===== src/rtl/framed_stream_replay_filter_assert.svh =====
// assertion macros used by the rtl of the replay filter
`ifndef FRAMED_STREAM_REPLAY_FILTER_ASSERT_SVH
`define FRAMED_STREAM_REPLAY_FILTER_ASSERT_SVH

// same-cycle implication, checked outside reset
`define FSRF_ASSERT_NOW(lbl, ante, cons, msg) \
    lbl: assert property (@(posedge i_clk) disable iff (!i_rst_n) (ante) |-> (cons)) \
        else $error(msg);

// next-cycle implication, checked outside reset
`define FSRF_ASSERT_NXT(lbl, ante, cons, msg) \
    lbl: assert property (@(posedge i_clk) disable iff (!i_rst_n) (ante) |=> (cons)) \
        else $error(msg);

`endif


===== src/rtl/fsrf_pkg.sv =====
// shared types and constants of the replay filter
`default_nettype none
package fsrf_pkg;

    localparam int BYTE_W    = 8;
    localparam int PAYLOAD_W = 7;

    typedef struct packed {
        logic shift;
        logic load;
        logic drain;
    } t_cell_ctl;

endpackage
`default_nettype wire


===== src/rtl/fsrf_cell.sv =====
// one window cell: a received byte slot and a shadow slot for frame replay
`default_nettype none
module fsrf_cell #(
    parameter bit IS_DATA = 1'b0
) (
    input  wire logic                         i_clk,
    input  wire logic                         i_rst_n,
    input  wire fsrf_pkg::t_cell_ctl          i_ctl,
    input  wire logic [fsrf_pkg::BYTE_W-1:0]  i_win,
    input  wire logic [fsrf_pkg::BYTE_W-1:0]  i_shd,
    output logic      [fsrf_pkg::BYTE_W-1:0]  o_win,
    output logic      [fsrf_pkg::BYTE_W-1:0]  o_shd
);

    logic [fsrf_pkg::BYTE_W-1:0] r_win, n_win;
    logic [fsrf_pkg::BYTE_W-1:0] r_shd, n_shd;

    always_comb begin
        n_win = i_ctl.shift ? i_win : r_win;
        n_shd = r_shd;
        if (i_ctl.load) begin
            n_shd = IS_DATA ? {1'b0, r_win[fsrf_pkg::PAYLOAD_W-1:0]} : r_win;
        end else if (i_ctl.drain) begin
            n_shd = i_shd;
        end
    end

    always_ff @(posedge i_clk) begin
        if (!i_rst_n) begin
            r_win <= '0;
        end else begin
            r_win <= n_win;
        end
    end

    always_ff @(posedge i_clk) begin
        r_shd <= n_shd;
    end

    assign o_win = r_win;
    assign o_shd = r_shd;

endmodule
`default_nettype wire


===== src/rtl/framed_stream_replay_filter.sv =====
// top level of the framed stream replay filter
//
//   channel  direction  valid    stall    payload
//   rx       in         i_valid  o_stall  i_rx_byte
//   tx       out        o_valid  i_stall  o_tx_byte, o_frame_end
//
// a byte enters the cell chain in the cycle of its transfer; the frame check runs the cycle after
// non-frame bytes are taken one per cycle while no frame holds rx, the check overlapping the next byte
// a frame blocks rx from its check until MSG_BYTES-1 tx transfers from the shadow chain are done
// tx stalls hold the shadow chain, and rx too while a frame holds it; a pending frame check waits for the chain to free
// reset clears the window cells, the check flag, the tx count and the replay state
`default_nettype none
`include "framed_stream_replay_filter_assert.svh"
module framed_stream_replay_filter #(
    parameter int MSG_BYTES  = 16,
    parameter int DATA_BYTES = 8,
    parameter int HEADER_END = 12,
    parameter int SEQ_BYTES  = 4
) (
    input  wire logic                         i_clk,
    input  wire logic                         i_rst_n,
    input  wire logic                         i_valid,
    output logic                              o_stall,
    input  wire logic [fsrf_pkg::BYTE_W-1:0]  i_rx_byte,
    output logic                              o_valid,
    input  wire logic                         i_stall,
    output logic      [fsrf_pkg::BYTE_W-1:0]  o_tx_byte,
    output logic                              o_frame_end
);

    localparam int SEQ_N = (SEQ_BYTES < MSG_BYTES) ? SEQ_BYTES : MSG_BYTES;
    localparam int SEQ_W = fsrf_pkg::PAYLOAD_W * SEQ_N;
    localparam int CNT_W = $clog2(MSG_BYTES + 1);

    logic [fsrf_pkg::BYTE_W-1:0] w_win [MSG_BYTES];
    logic [fsrf_pkg::BYTE_W-1:0] w_shd [MSG_BYTES];
    logic [MSG_BYTES-1:0]        w_bad;
    logic [SEQ_W-1:0]            w_seq;
    fsrf_pkg::t_cell_ctl         w_ctl;

    logic             r_chk, n_chk;
    logic [CNT_W-1:0] r_cnt, n_cnt;
    logic             r_seen, n_seen;
    logic [SEQ_W-1:0] r_last_seq, n_last_seq;

    logic in_xfer, out_xfer, match, shd_free, fire;

    genvar gi;
    generate
        for (gi = 0; gi < MSG_BYTES; gi++) begin : g_cell
            localparam bit IS_DATA = (gi < DATA_BYTES);
            localparam bit IS_HDR  = (gi >= DATA_BYTES) && (gi < HEADER_END);
            logic [fsrf_pkg::BYTE_W-1:0] win_in;
            logic [fsrf_pkg::BYTE_W-1:0] shd_in;

            if (gi == 0) begin : g_head
                assign win_in = i_rx_byte;
            end else begin : g_body
                assign win_in = w_win[gi-1];
            end
            if (gi == MSG_BYTES - 1) begin : g_tail
                assign shd_in = '0;
            end else begin : g_link
                assign shd_in = w_shd[gi+1];
            end

            fsrf_cell #(
                .IS_DATA (IS_DATA)
            ) u_cell (
                .i_clk   (i_clk),
                .i_rst_n (i_rst_n),
                .i_ctl   (w_ctl),
                .i_win   (win_in),
                .i_shd   (shd_in),
                .o_win   (w_win[gi]),
                .o_shd   (w_shd[gi])
            );

            assign w_bad[gi] = (IS_DATA && w_win[gi][fsrf_pkg::BYTE_W-1])
                            || (IS_HDR && !w_win[gi][fsrf_pkg::BYTE_W-1]);
        end

        for (gi = 0; gi < SEQ_N; gi++) begin : g_seq
            assign w_seq[gi*fsrf_pkg::PAYLOAD_W +: fsrf_pkg::PAYLOAD_W] =
                w_win[MSG_BYTES-1-gi][fsrf_pkg::PAYLOAD_W-1:0];
        end
    endgenerate

    assign match    = r_chk && !(|w_bad) && (!r_seen || (w_seq > r_last_seq));
    assign o_valid  = (r_cnt != '0);
    assign out_xfer = o_valid && !i_stall;
    assign shd_free = (r_cnt == '0) || ((r_cnt == CNT_W'(1)) && out_xfer);
    assign fire     = match && shd_free;
    assign o_stall  = (r_cnt > CNT_W'(1)) || match;
    assign in_xfer  = i_valid && !o_stall;

    assign w_ctl.shift = in_xfer;
    assign w_ctl.load  = fire;
    assign w_ctl.drain = out_xfer;

    assign o_tx_byte   = w_shd[0];
    assign o_frame_end = (r_cnt == CNT_W'(1));

    always_comb begin
        n_chk      = in_xfer || (match && !shd_free);
        n_cnt      = r_cnt;
        n_seen     = r_seen;
        n_last_seq = r_last_seq;
        if (fire) begin
            n_cnt      = CNT_W'(MSG_BYTES);
            n_seen     = 1'b1;
            n_last_seq = w_seq;
        end else if (out_xfer) begin
            n_cnt = r_cnt - CNT_W'(1);
        end
    end

    always_ff @(posedge i_clk) begin
        if (!i_rst_n) begin
            r_chk      <= 1'b0;
            r_cnt      <= '0;
            r_seen     <= 1'b0;
            r_last_seq <= '0;
        end else begin
            r_chk      <= n_chk;
            r_cnt      <= n_cnt;
            r_seen     <= n_seen;
            r_last_seq <= n_last_seq;
        end
    end

    `FSRF_ASSERT_NXT(a_fire_loads, fire, o_valid && (r_cnt == CNT_W'(MSG_BYTES)), "frame not loaded")
    `FSRF_ASSERT_NXT(a_seq_kept, fire, r_seen && (r_last_seq == $past(w_seq)), "sequence not stored")
    `FSRF_ASSERT_NXT(a_chk_after_rx, in_xfer, r_chk, "received byte not checked")
    `FSRF_ASSERT_NXT(a_end_drains, out_xfer && o_frame_end && !fire, !o_valid, "extra transfer")
    `FSRF_ASSERT_NOW(a_no_rx_busy, in_xfer, (r_cnt <= CNT_W'(1)) && !match, "rx taken while busy")

endmodule
`default_nettype wire

===== config.mk =====
export PLATFORM = sky130hd
export DESIGN_NAME = framed_stream_replay_filter
export DESIGN_NICKNAME = d
export VERILOG_FILES = /design/src/rtl/fsrf_pkg.sv /design/src/rtl/fsrf_cell.sv /design/src/rtl/framed_stream_replay_filter.sv
export VERILOG_INCLUDE_DIRS = /design/src /design/src/rtl
export SDC_FILE = /design/constraint.sdc
export NUM_CORES = 1
export LEC_CHECK = 0
export BUFFER_PORTS_ARGS = -buffer_cell sky130_fd_sc_hd__buf_2
export CAP_MARGIN = 10
export CORE_UTILIZATION = 37
export CTS_CLUSTER_DIAMETER = 120
export CTS_CLUSTER_SIZE = 24
export DETAILED_ROUTE_END_ITERATION = 8
export MAX_ROUTING_LAYER = met4
export PLACE_DENSITY = 0.63
export SYNTH_ARGS = -nofsm -noshare
export SYNTH_HDL_FRONTEND = slang
export SYNTH_SLANG_ARGS = --single-unit

===== constraint.sdc =====
create_clock -name i_clk -period 5.6 [get_ports i_clk]
set_input_delay 1.68 -clock i_clk [delete_from_list [all_inputs] [get_ports i_clk]]
set_output_delay 1.68 -clock i_clk [all_outputs]
set_load 0.005 [all_outputs]

Word level (Yosys, flattened, before mapping) --
Index checks and enable logic that the tools add are counted.
Word-level totals: bits in registers 291, bits in latches 0, memory bits (writable) 0, bits in read-only memories 0, input bits 12, output and inout bits 11, logic and storage cells 109, memories kept 0
Cells by class: add/subtract/negate cells 1, multiply operators 0, divide/modulo/power cells 0, magnitude comparators 2, equal/unequal tests 1, shift-type cells 0, multiplexer cells 34, bitwise operators 1, reduce and logical (&&, ||, !) cells 25
Operators by type and width (count):
- 2-to-1 mux 8 bit | 16
- 2-to-1 mux 7 bit | 16
- > comparator 28 bit | 1
- OR reduction 12 bit | 1
- 2-to-1 mux 5 bit | 2
- zero test 1 bit | 9
- logical AND 1 bit | 7
- equality test 5 x 1 -> 1 bit, second input constant | 1
- > comparator 5 x 1 -> 1 bit, second input constant | 1
- zero test 5 bit | 1
- nonzero test 5 bit | 1
- subtractor 5 x 1 -> 5 bit, second input constant | 1
- logical OR 1 bit | 4
- nonzero test 2 bit | 1
- OR reduction 2 bit | 1
- inverter 1 bit | 1

Depth between registers and ports, before layout --
Gate-level depths: netlist (run 1).
depth after elaboration 9, mapped depth 10, mapped depth without buffers 8

Cells and area by module --
From an unflattened synthesis (run 1), not the netlist that was laid out.
Unflattened totals: cells, all modules 973, area, all modules 13127.6 um^2
By module, submodules not included:
- fsrf_cell (g_cell[10].u_cell ...) | instances 8, cells each 43, area each 679.4 um^2, sequential area each 400.4 um^2
- fsrf_cell (g_cell[0].u_cell ...) | instances 8, cells each 44, area each 668.1 um^2, sequential area each 390.4 um^2
- framed_stream_replay_filter | instances 1, cells each 277, area each 2347.3 um^2, sequential area each 700.7 um^2

Worst setup path after synthesis (run 1) --
No wires, ideal clock.
path kind input port to flip-flop, start point input i_stall, end point register g_cell[0].u_cell.r_shd (netlist bit g_cell[0].u_cell.o_shd[0]), enable pin, library setup time 0.500 ns, arrival 5.341 ns, data required time 5.100 ns, setup slack -0.241 ns, stages on the path 3, buffers on the path 1, path through a21oi_1 -> clkbuf_1 -> nand2b_1
Between the ends: longest elaborated chain between the ends 6
Ends and longest elaborated chain:
- from (decl) | line framed_stream_replay_filter.sv:26 | input wire logic i_stall,
- zero test 1 bit (*) | line framed_stream_replay_filter.sv:91 | assign out_xfer = o_valid && !i_stall;
- logical AND 1 bit (*) | line framed_stream_replay_filter.sv:91
- logical AND 1 bit | line framed_stream_replay_filter.sv:92 | assign shd_free = (r_cnt == '0) || ((r_cnt == CNT_W'(1)) && out_xfer);
- logical OR 1 bit | line framed_stream_replay_filter.sv:92
- logical AND 1 bit | line framed_stream_replay_filter.sv:93 | assign fire = match && shd_free;
- nonzero test 2 bit (no line) (*)
- to (signal assigned) | line fsrf_cell.sv:37 | r_shd <= n_shd;
- to (decl) | line fsrf_cell.sv:16 | logic [fsrf_pkg::BYTE_W-1:0] r_shd, n_shd;
Every way passes the cells marked *; elsewhere a longest branch is shown, timed or not. A chain may end at the register's enable or synchronous reset.

Final worst setup path (run 1) --
start point register r_last_seq[27], end point output o_stall
Between the ends: longest elaborated chain between the ends 4
Ends and longest elaborated chain:
- from (decl) | line framed_stream_replay_filter.sv:44 | logic [SEQ_W-1:0] r_last_seq, n_last_seq;
- from (signal assigned) | line framed_stream_replay_filter.sv:128 | r_last_seq <= n_last_seq;
- > comparator 28 bit | line framed_stream_replay_filter.sv:89 | assign match = r_chk && !(|w_bad) && (!r_seen || (w_seq > r_last_seq));
- logical OR 1 bit | line framed_stream_replay_filter.sv:89
- logical AND 1 bit | line framed_stream_replay_filter.sv:89
- logical OR 1 bit | line framed_stream_replay_filter.sv:94 | assign o_stall = (r_cnt > CNT_W'(1)) || match;
- to (decl) | line framed_stream_replay_filter.sv:23 | output logic o_stall,
No other way between the ends.

==> out/metrics.yaml, run 1 <==
status:
  status: "completed"
setup_path:
  critPathArrivalTime_ns: 2.83
  worstSetupPathType: "flip-flop to output pin"
  critical_path.top_delay_family: "simple AND/OR/NAND/NOR gates"
  cp_slowest_cell: "nor4_1"
  cp-start-kind: "flip-flop"
  worst-path-buf-inv: 2
  slowest_delay_ns: 0.61
  worst_ep_required_time_ns: 3.92
  cp-end-kind: "output pin"
  path_max_fanout: 4
  path_cells: "inv_1 -> ha_1 -> nand4_1 -> nor4_1 -> nand3_1 -> a31oi_1 -> nor2_1 -> nand2_1 -> buf_2"
die:
  initial_core_util: 0.378
  rows: 66
  core_um2: 32800
  dieArea_um2: 34200
  die_y_um: 185
  ios: 23
  die_x_um: 185
logic_synthesis:
  ys_seq_area_frac: 0.567
  yosysTopAreaCellShare: 0.291
  netlist_area_um2: 12400
  ys_warn_count: 0
  syn-num-nets: 995
  synth.area.top_cells: "edfxtp_1, dfxtp_1, mux2i_1, mux2_4, nand2_1"
  synth_edf_count: 120
  async_flop_share: 0
  ys.flop_type: "dfxtp_1"
  synth_top_cell_by_area: "edfxtp_1"
  synth.distinct_cells: 47
  ys_seq_elements: 291
  synth.avg_cell_area_um2: 13.0
  netlist_instances: 953
grt:
  gr-usage-met2: 0.189
  grt_util_all_layers: 0.119
  met3_usage: 0.0187
  antenna_found_initial: 0
  grtUsageMet1: 0.164
  grt_pass1_vias: 6715
  top_usage_layer: "met2"
  grt_overflow_total: 0
  grt_max_degree: 123
  grt_pass1_wl_um: 33100
clock_network:
  worst_skew_pair.late_latency_ns: 0.50
  numCtsBuffers: 16
  clk_pin_slew_worst_paths_ns: 0.09
  hold_buffers: 0
  htree_levels: 1
  cts_tree: "built"
  cts_resized: 0
  postCtsSetupRepairBufs: 0
  cts_sinks: 291
  root_buffer: "clkbuf_16"
  cts_buffer_depth: 3
placed_design:
  pre_cts_ws_ns: 1.63
  io_buffers: 22
  dpl.hpwl_um: 11300
  place.gp.congestion: 0.752
  place_area_um2: 12800
final_layout:
  final_area_um2: 13300
  seq_area_um2: 7030
  multi_input_area_um2: 4930
  diodes: 0
  mostFrequentLayoutCells: "nand2_1, dfxtp_1, mux2i_1"
  area_delta_synth_final_pct: 7.65
  fin_nets: 992
  final_common_cell: "nand2_1"
  drive_above_1_share: 0.166
  fill_cells: 3083
route:
  drcViolationCount: 0
  drtPass1Iterations: 4
  viasPerCell: 4.68
  dr_total_vias: 6560
  finalWirelength_um: 19400
  post_drt_wl_per_cell_um: 13.8
  ant_nets: 0
  drt_iter0_markers: 333
timing:
  period_share: 0.805
  setup_viol: 0
  fin_hold_ws_ns: 0.462
  fin_worst_skew_ns: 0.0252
  fin_setup_tns_ns: 0
  max_freq_mhz: 222
  slew_violations: 0
  rsz0062_at_grt: "false"
  setup_ws_ns: 1.09
  hold_viol_final: 0
  slew_headroom: 0.340
  fin_crit_ns: 4.51
  tightest_slew_ns: 0.990
power:
  total_power_mw: 5.41
  peakVddDrop_mv: 0.447
  p_per_area_nw_per_um2: 406
  p_leak_nw: 5.46
run:
  maxCapViolations: 0
min_path:
  hold_class: "flip-flop to flip-flop"
## sequential cells by signal, summed over array words and instances (netlist names)
signal,cells
g_cell.u_cell.o_shd,128
g_cell.u_cell.o_win,128
r_last_seq,28
r_cnt,5
r_chk,1
r_seen,1
## report_power, final
group / total (mW) / switching [mW] / internal [mW]
Sequential: 2.86 / 0.117 / 2.74
Combinational: 1.29 / 0.634 / 0.657
Clock: 1.26 / 0.681 / 0.582
## Yosys cell counts (all sizes together), types with 6 or more instances
cell and instances:
clkbuf 20, and2 7, o21ai 6, a21oi 14
o21a 6, edfxtp 120, inv 33, nand2 176
nor2 13, ha 30, nand4 6, mux2 108
mux2i 164, buf 31, dfxtp 171
## path summary, 6_finish.rpt
| path | startpoint | end | slack (ns) | cells past startpoint |
|---|---|---|---|---|
| worst max register to register | r_last_seq[27] | g_cell[7].u_cell.o_shd[4] | 1.75 | 9 |
| worst min-delay path | g_cell[15].u_cell.o_win[7] | g_cell[15].u_cell.o_win[7] | 0.46 | 2 |
| worst min register to register | g_cell[15].u_cell.o_win[7] | g_cell[15].u_cell.o_win[7] | 0.46 | 2 |
| worst max-delay path | r_last_seq[27] | o_stall | 1.09 | 9 |
## kinds of logic (layout without fill, tap and decap cells)
logic type | Yosys count | in the layout | share of synthesized area
muxes | 272 | 272 | 0.261
and+or+nand+nor | 233 | 233 | 0.0811
xor gates and xnor gates | 2 | 2 | 0.00141
AOI/OAI and AO/OA | 41 | 41 | 0.0220
buffers and inverters | 84 | 91 | 0.0367
adders and majority gates | 30 | 30 | 0.0303
DFF | 291 | 291 | 0.567
## metal layers
metal | vias up | share of wire
met5 | - | 0
met1 | 3151 | 0.52
met3 | 21 | 0.025
met2 | 50 | 0.44
met4 | 0 | 0.012
li1 | 3338 | -
## tightest hold or removal path, stage by stage, from the launching register on
cell     delay (ns)
dfxtp_1        0.32
nand2_1        0.05
mux2i_1        0.05
## final cells by class
cell class | count | share of cell area
clock buffers | 27 | 0.0347
flip-flops and latches | 291 | 0.527
repair buffers | 30 | 0.0160
multi-input cells | 578 | 0.370
clock inverters | 1 | 0.00225
inverters | 33 | 0.00928
well taps | 442 | 0.0415
## stage by stage
step,instances,utilization
finish,1402,0.407
global route,1402,0.407
CTS,1402,0.407
detailed placement,1374,0.392
global placement,1374,0.392
floorplan,953,-
No activity file was read; power rests on OpenSTA's default activity.
==> run 2, diff against run 1 <==
- PLACE_DENSITY: 0.63 -> 0.61
- clock period: 5.6 -> 4.4 ns (I/O delays scaled with it)
==> run 2 against run 1 <==
Effect of this change:
- worst hold slack lost 0.0010 ns
- critical path depth unchanged
- clock skew is 0.00082 ns higher
- critical path type unchanged
- largest power group unchanged
==> out/metrics.yaml, run 2 (synthesis gave the netlist of run 1 again) <==
final_layout:
  drive_above_1_share: 0.171  # +0.00571
  mostFrequentLayoutCells: "nand2_1, dfxtp_1, mux2i_1"
  area_delta_synth_final_pct: 8.53
  final_common_cell: "nand2_1"
  instances_no_fill: 1405  # +0.21%
  diodes: 0  # unchanged
  final_util: 0.410  # +0.00332
  fin_nets: 998  # +0.60%
  final_area_um2: 13500  # +0.82%
clock_network:
  worst_skew_pair.late_latency_ns: 0.49  # about the same
  root_buffer: "clkbuf_16"
  postCtsSetupRepairBufs: 0  # unchanged
  hold_buffers: 0  # unchanged
  cts_resized: 0  # unchanged
  htree_levels: 1  # unchanged
  cts_sinks: 291  # unchanged
  clk_pin_slew_worst_paths_ns: 0.09  # about the same
  cts_tree: "built"
  numCtsBuffers: 16  # unchanged
  cts_buffer_depth: 3  # unchanged
setup_path:
  startpoint: "r_last_seq[27]"
  reg2reg_to: "g_cell[7].u_cell.o_shd[3]"
  critical_path.top_delay_family: "simple AND/OR/NAND/NOR gates"
  path_cells: "inv_1 -> ha_1 -> nand4_1 -> nor4_1 -> nand2_1 -> o211a_1 -> nor2_1 -> nand2_1 -> buf_2"
  slowest_delay_ns: 0.57  # -0.04 ns
  crit_path_end: "o_stall"
  worst-path-buf-inv: 2  # unchanged
  rr_worst_depth: 9  # unchanged
  cp_slowest_cell: "nor4_1"
  cpMostUsedCell: "nand2_1"
  worstSetupPathDepth: 9  # unchanged
  worst_ep_required_time_ns: 3.08  # -0.84 ns
  timing.rr.start: "r_last_seq[27]"
  cp-end-kind: "output pin"
  path_max_fanout: 4  # unchanged
  worstSetupPathType: "flip-flop to output pin"
  r2r_setup_slack_ns: 0.99  # -0.76 ns
  critPathArrivalTime_ns: 2.68  # -0.15 ns
  cp-start-kind: "flip-flop"
placed_design:
  dpl.hpwl_um: 12300  # +9.2%
  io_buffers: 22  # unchanged
  place_area_um2: 13000  # +0.93%
  pre_cts_ws_ns: 0.899  # -0.729 ns
  dp.cells: 1380  # +0.44%
  place.gp.congestion: 0.759  # +0.93%
grt:
  grt_max_degree: 73  # -41%
  grt_pass1_vias: 6628  # -1.3%
  grt_util_all_layers: 0.121  # +0.00156
  grt_pass1_wl_um: 33300  # +0.54%
  antenna_found_initial: 0  # unchanged
  grt_overflow_total: 0  # unchanged
timing:
  max_freq_mhz: 250
  fin_hold_ws_ns: 0.461  # -0.00102 ns
  period_share: 0.910
  setup_ws_ns: 0.396  # -0.696 ns
  fin_worst_skew_ns: 0.0260  # +0.000823 ns
  setup_viol: 0  # unchanged
  slew_headroom: 0.492  # +0.152
  rsz0062_at_grt: "false"
  tightest_slew_ns: 0.762  # -0.228 ns
  fin_crit_ns: 4.00
  fin_setup_tns_ns: 0  # unchanged
  hold_viol_final: 0  # unchanged
  slew_violations: 0  # unchanged
min_path:
  hold_class: "flip-flop to flip-flop"
route:
  drt_iter0_markers: 274  # -18%
  dr_total_vias: 6675  # +1.8%
  drtPass1Iterations: 4  # unchanged
  viasPerCell: 4.75  # +1.5%
  finalWirelength_um: 19800  # +2.1%
  drcViolationCount: 0  # unchanged
  ant_nets: 0  # unchanged
  post_drt_wl_per_cell_um: 14.1  # +1.8%
run:
  maxCapViolations: 0  # unchanged
power:
  total_power_mw: 6.92  # +28%
  peakVddDrop_mv: 0.366  # -18%
  p_leak_nw: 5.51  # +0.96%
  p_per_area_nw_per_um2: 514  # +27%
die:
  rows: 66  # unchanged
  die_y_um: 185  # unchanged
  initial_core_util: 0.378  # unchanged
  core_um2: 32800  # unchanged
  dieArea_um2: 34200  # unchanged
  ios: 23  # unchanged
  die_x_um: 185  # unchanged
status:
  status: "completed"
[run 2: tightest hold or removal path, stage by stage (launching register included)]
cell and delay, ns:
dfxtp_1 0.32, nand2_1 0.05, mux2i_1 0.05
[run 2: worst min path at each step]
stage / from / to / slack, ns / cells past startpoint
4_1_cts: r_last_seq[18] / r_last_seq[18] / 0.46 / 2
3_3_place_gp: g_cell[15].u_cell.o_win[7] / g_cell[15].u_cell.o_win[7] / 0.44 / 2
2_1_floorplan: g_cell[15].u_cell.o_win[7] / g_cell[15].u_cell.o_win[7] / 0.43 / 2
3_5_place_dp: r_last_seq[18] / r_last_seq[18] / 0.45 / 2
5_1_grt: r_last_seq[14] / r_last_seq[14] / 0.48 / 2
6_report: g_cell[15].u_cell.o_win[7] / g_cell[15].u_cell.o_win[7] / 0.46 / 2
[run 2: final cells by class]
cell class                      count  area (µm²)
Fill cell                        3094       19300
Multi-Input combinational cell    578        4930
Clock inverter                      1        30.0
Sequential cell                   291        7030
Timing Repair Buffer               36         334
Tap cell                          442         553
Inverter                           33         124
Clock buffer                       24         452
[run 2: power breakdown]
| part | switching, mW | leakage [nW] | internal, mW | total [mW] |
|---|---|---|---|---|
| logic | 0.828 | 2.79 | 0.869 | 1.70 |
| registers | 0.150 | 2.50 | 3.49 | 3.64 |
| clock network | 0.852 | 0.229 | 0.731 | 1.58 |
[run 2: layer usage]
layer,track usage,wire length (µm),vias up
li1,-,-,3351
met1,0.168,10000,3230
met2,0.189,8980,68
met3,0.0177,524,26
met4,0.0192,274,0
met5,-,0,-
==> run 3, diff against run 2 <==
- REMOVE_ABC_BUFFERS: not set -> 1
==> run 3 against run 2 <==
Effect of this change:
- maximum frequency fell by 2.3%
- sequential share of layout area rose by 0.12 points
- via count increased by 0.40%
- clock-buffer cell count grew 3
- non-clock buffer count grew 1
- clock skew is 0.0026 ns lower
- critical path depth unchanged
- sequential cell count stayed put
- setup slack worse by 0.093 ns
- cell area is 0.23% lower
- largest cell class unchanged
==> out/metrics.yaml, run 3 (synthesis gave the netlist of run 1 again) <==
timing:
  max_freq_mhz: 244  # -2.3%
  fin_crit_ns: 4.10  # +0.0934 ns
  fin_hold_ws_ns: 0.461  # +0.000157 ns
  period_share: 0.931  # +0.0212
  fin_worst_skew_ns: 0.0234  # -0.00259 ns
  setup_viol: 0  # unchanged
  tightest_slew_ns: 0.829  # +0.0664 ns
  slew_violations: 0  # unchanged
  hold_viol_final: 0  # unchanged
  slew_headroom: 0.447  # -0.0443
  rsz0062_at_grt: "false"
setup_path:
  slowest_delay_ns: 0.68  # +0.11 ns
  cp-start-kind: "flip-flop"
  path_max_fanout: 4  # unchanged
  path_cells: "inv_1 -> ha_1 -> nand4_1 -> nor4_1 -> nand3_1 -> a31oi_1 -> nor2_1 -> nand2_1 -> buf_2"
  cp-end-kind: "output pin"
  worstSetupPathType: "flip-flop to output pin"
  timing.rr.start: "r_last_seq[27]"
  cp_slowest_cell: "nor4_1"
  reg2reg_to: "g_cell[1].u_cell.o_shd[0]"
  critPathArrivalTime_ns: 2.78  # +0.10 ns
  worst_ep_required_time_ns: 3.08  # about the same
  rr_worst_depth: 9  # unchanged
  r2r_setup_slack_ns: 0.91  # -0.08 ns
status:
  status: "completed"
min_path:
  hold_depth: 2  # unchanged
  hold_end: "g_cell[15].u_cell.o_win[7]"
  hold_class: "flip-flop to flip-flop"
  hp-start: "g_cell[15].u_cell.o_win[7]"
route:
  dr_total_vias: 6702  # +0.40%
  drtPass1Iterations: 4  # unchanged
  drcViolationCount: 0  # unchanged
  finalWirelength_um: 19700  # -0.59%
  post_drt_wl_per_cell_um: 14.0  # -0.87%
  ant_nets: 0  # unchanged
  viasPerCell: 4.76  # +0.12%
  drt_iter0_markers: 327  # +19%
power:
  p_per_area_nw_per_um2: 515  # +0.13%
  total_power_mw: 6.91  # -0.11%
  p_leak_nw: 5.50  # -0.19%
  peakVddDrop_mv: 0.441  # +21%
grt:
  grt_overflow_total: 0  # unchanged
  antenna_found_initial: 0  # unchanged
  grt_util_all_layers: 0.123  # +0.00222
  grt_pass1_wl_um: 34000  # +1.9%
  grt_max_degree: 77  # +5.5%
  grt_pass1_vias: 6916  # +4.3%
die:
  die_x_um: 185  # unchanged
  core_um2: 32800  # unchanged
  ios: 23  # unchanged
  dieArea_um2: 34200  # unchanged
  die_y_um: 185  # unchanged
  initial_core_util: 0.378  # unchanged
  rows: 66  # unchanged
clock_network:
  cts_tree: "built"
  cts_resized: 0  # unchanged
  root_buffer: "clkbuf_16"
  clk_pin_slew_worst_paths_ns: 0.09  # about the same
  cts_sinks: 291  # unchanged
  worst_skew_pair.late_latency_ns: 0.50  # about the same
  hold_buffers: 0  # unchanged
  cts_buffer_depth: 3  # unchanged
  postCtsSetupRepairBufs: 0  # unchanged
  numCtsBuffers: 16  # unchanged
  htree_levels: 1  # unchanged
run:
  maxCapViolations: 0  # unchanged
final_layout:
  fin_nets: 999  # +0.10%
  mostFrequentLayoutCells: "nand2_1, dfxtp_1, mux2i_1"
  final_common_cell: "nand2_1"
  diodes: 0  # unchanged
  area_delta_synth_final_pct: 8.28
  drive_above_1_share: 0.172  # +0.000325
placed_design:
  dpl.hpwl_um: 12400  # +0.38%
  io_buffers: 22  # unchanged
  place.gp.congestion: 0.707  # -6.9%
## run 3: cell types whose count changed in the layout (fill, tap and decap cells not counted), sizes merged
cell,delta
clkbuf,+3
buf,+1
## run 3: cell type report
cell class                 instances  area, µm²
sequential                       291       7030
timing repair buffer              37        292
inverter                          33        124
clock buffer                      27        463
fill                            3138      19400
clock inverter                     1       30.0
tap                              442        553
multi-input combinational        578       4930
## run 3: layer usage
layer | global-route usage | up-vias | part of all wire
met2 | 0.198 | 51 | 0.45
met3 | 0.0203 | 20 | 0.026
met4 | 0.0205 | 0 | 0.014
li1 | - | 3364 | -
met1 | 0.165 | 3267 | 0.51
met5 | - | - | 0
## run 3: worst max path at each step
stage	cells past startpoint	end	slack, ns	startpoint
final	9	o_stall	0.30	r_last_seq[27]
after global routing	9	o_stall	0.09	r_last_seq[27]
after CTS	9	o_stall	0.32	r_last_seq[27]
after detailed placement	9	o_stall	0.87	r_last_seq[27]
after global placement	9	o_stall	0.94	r_last_seq[27]
after floorplan	8	g_cell[0].u_cell.o_win[0]	-10.48	r_last_seq[9]
## run 3: where the power goes
group / switching (mW) / internal (mW)
logic: 0.814 / 0.850
registers: 0.145 / 3.49
clock network: 0.869 / 0.741
## run 3: worst max-delay path: cells and delay by family (launching register included)
kind	cells	cell delay, ns
and+or+nand+nor	5	1.22
DFF	1	0.33
AOI/OAI and AO/OA	1	0.27
adders and majority gates	1	0.30
buffers and inverters	2	0.14
## run 3: metrics by stage
stage / TNS (ns) / setup slack (ns) / cells / util / cell area (µm²)
after floorplan: -2535.70 / -10.48 / 902 / - / 12100
after global placement: 0 / 0.939 / 1381 / 0.394 / 12900
after detailed placement: 0 / 0.870 / 1381 / 0.394 / 12900
after CTS: 0 / 0.318 / 1409 / 0.409 / 13400
after global routing: 0 / 0.0897 / 1409 / 0.409 / 13400
final: 0 / 0.302 / 1409 / 0.409 / 13400
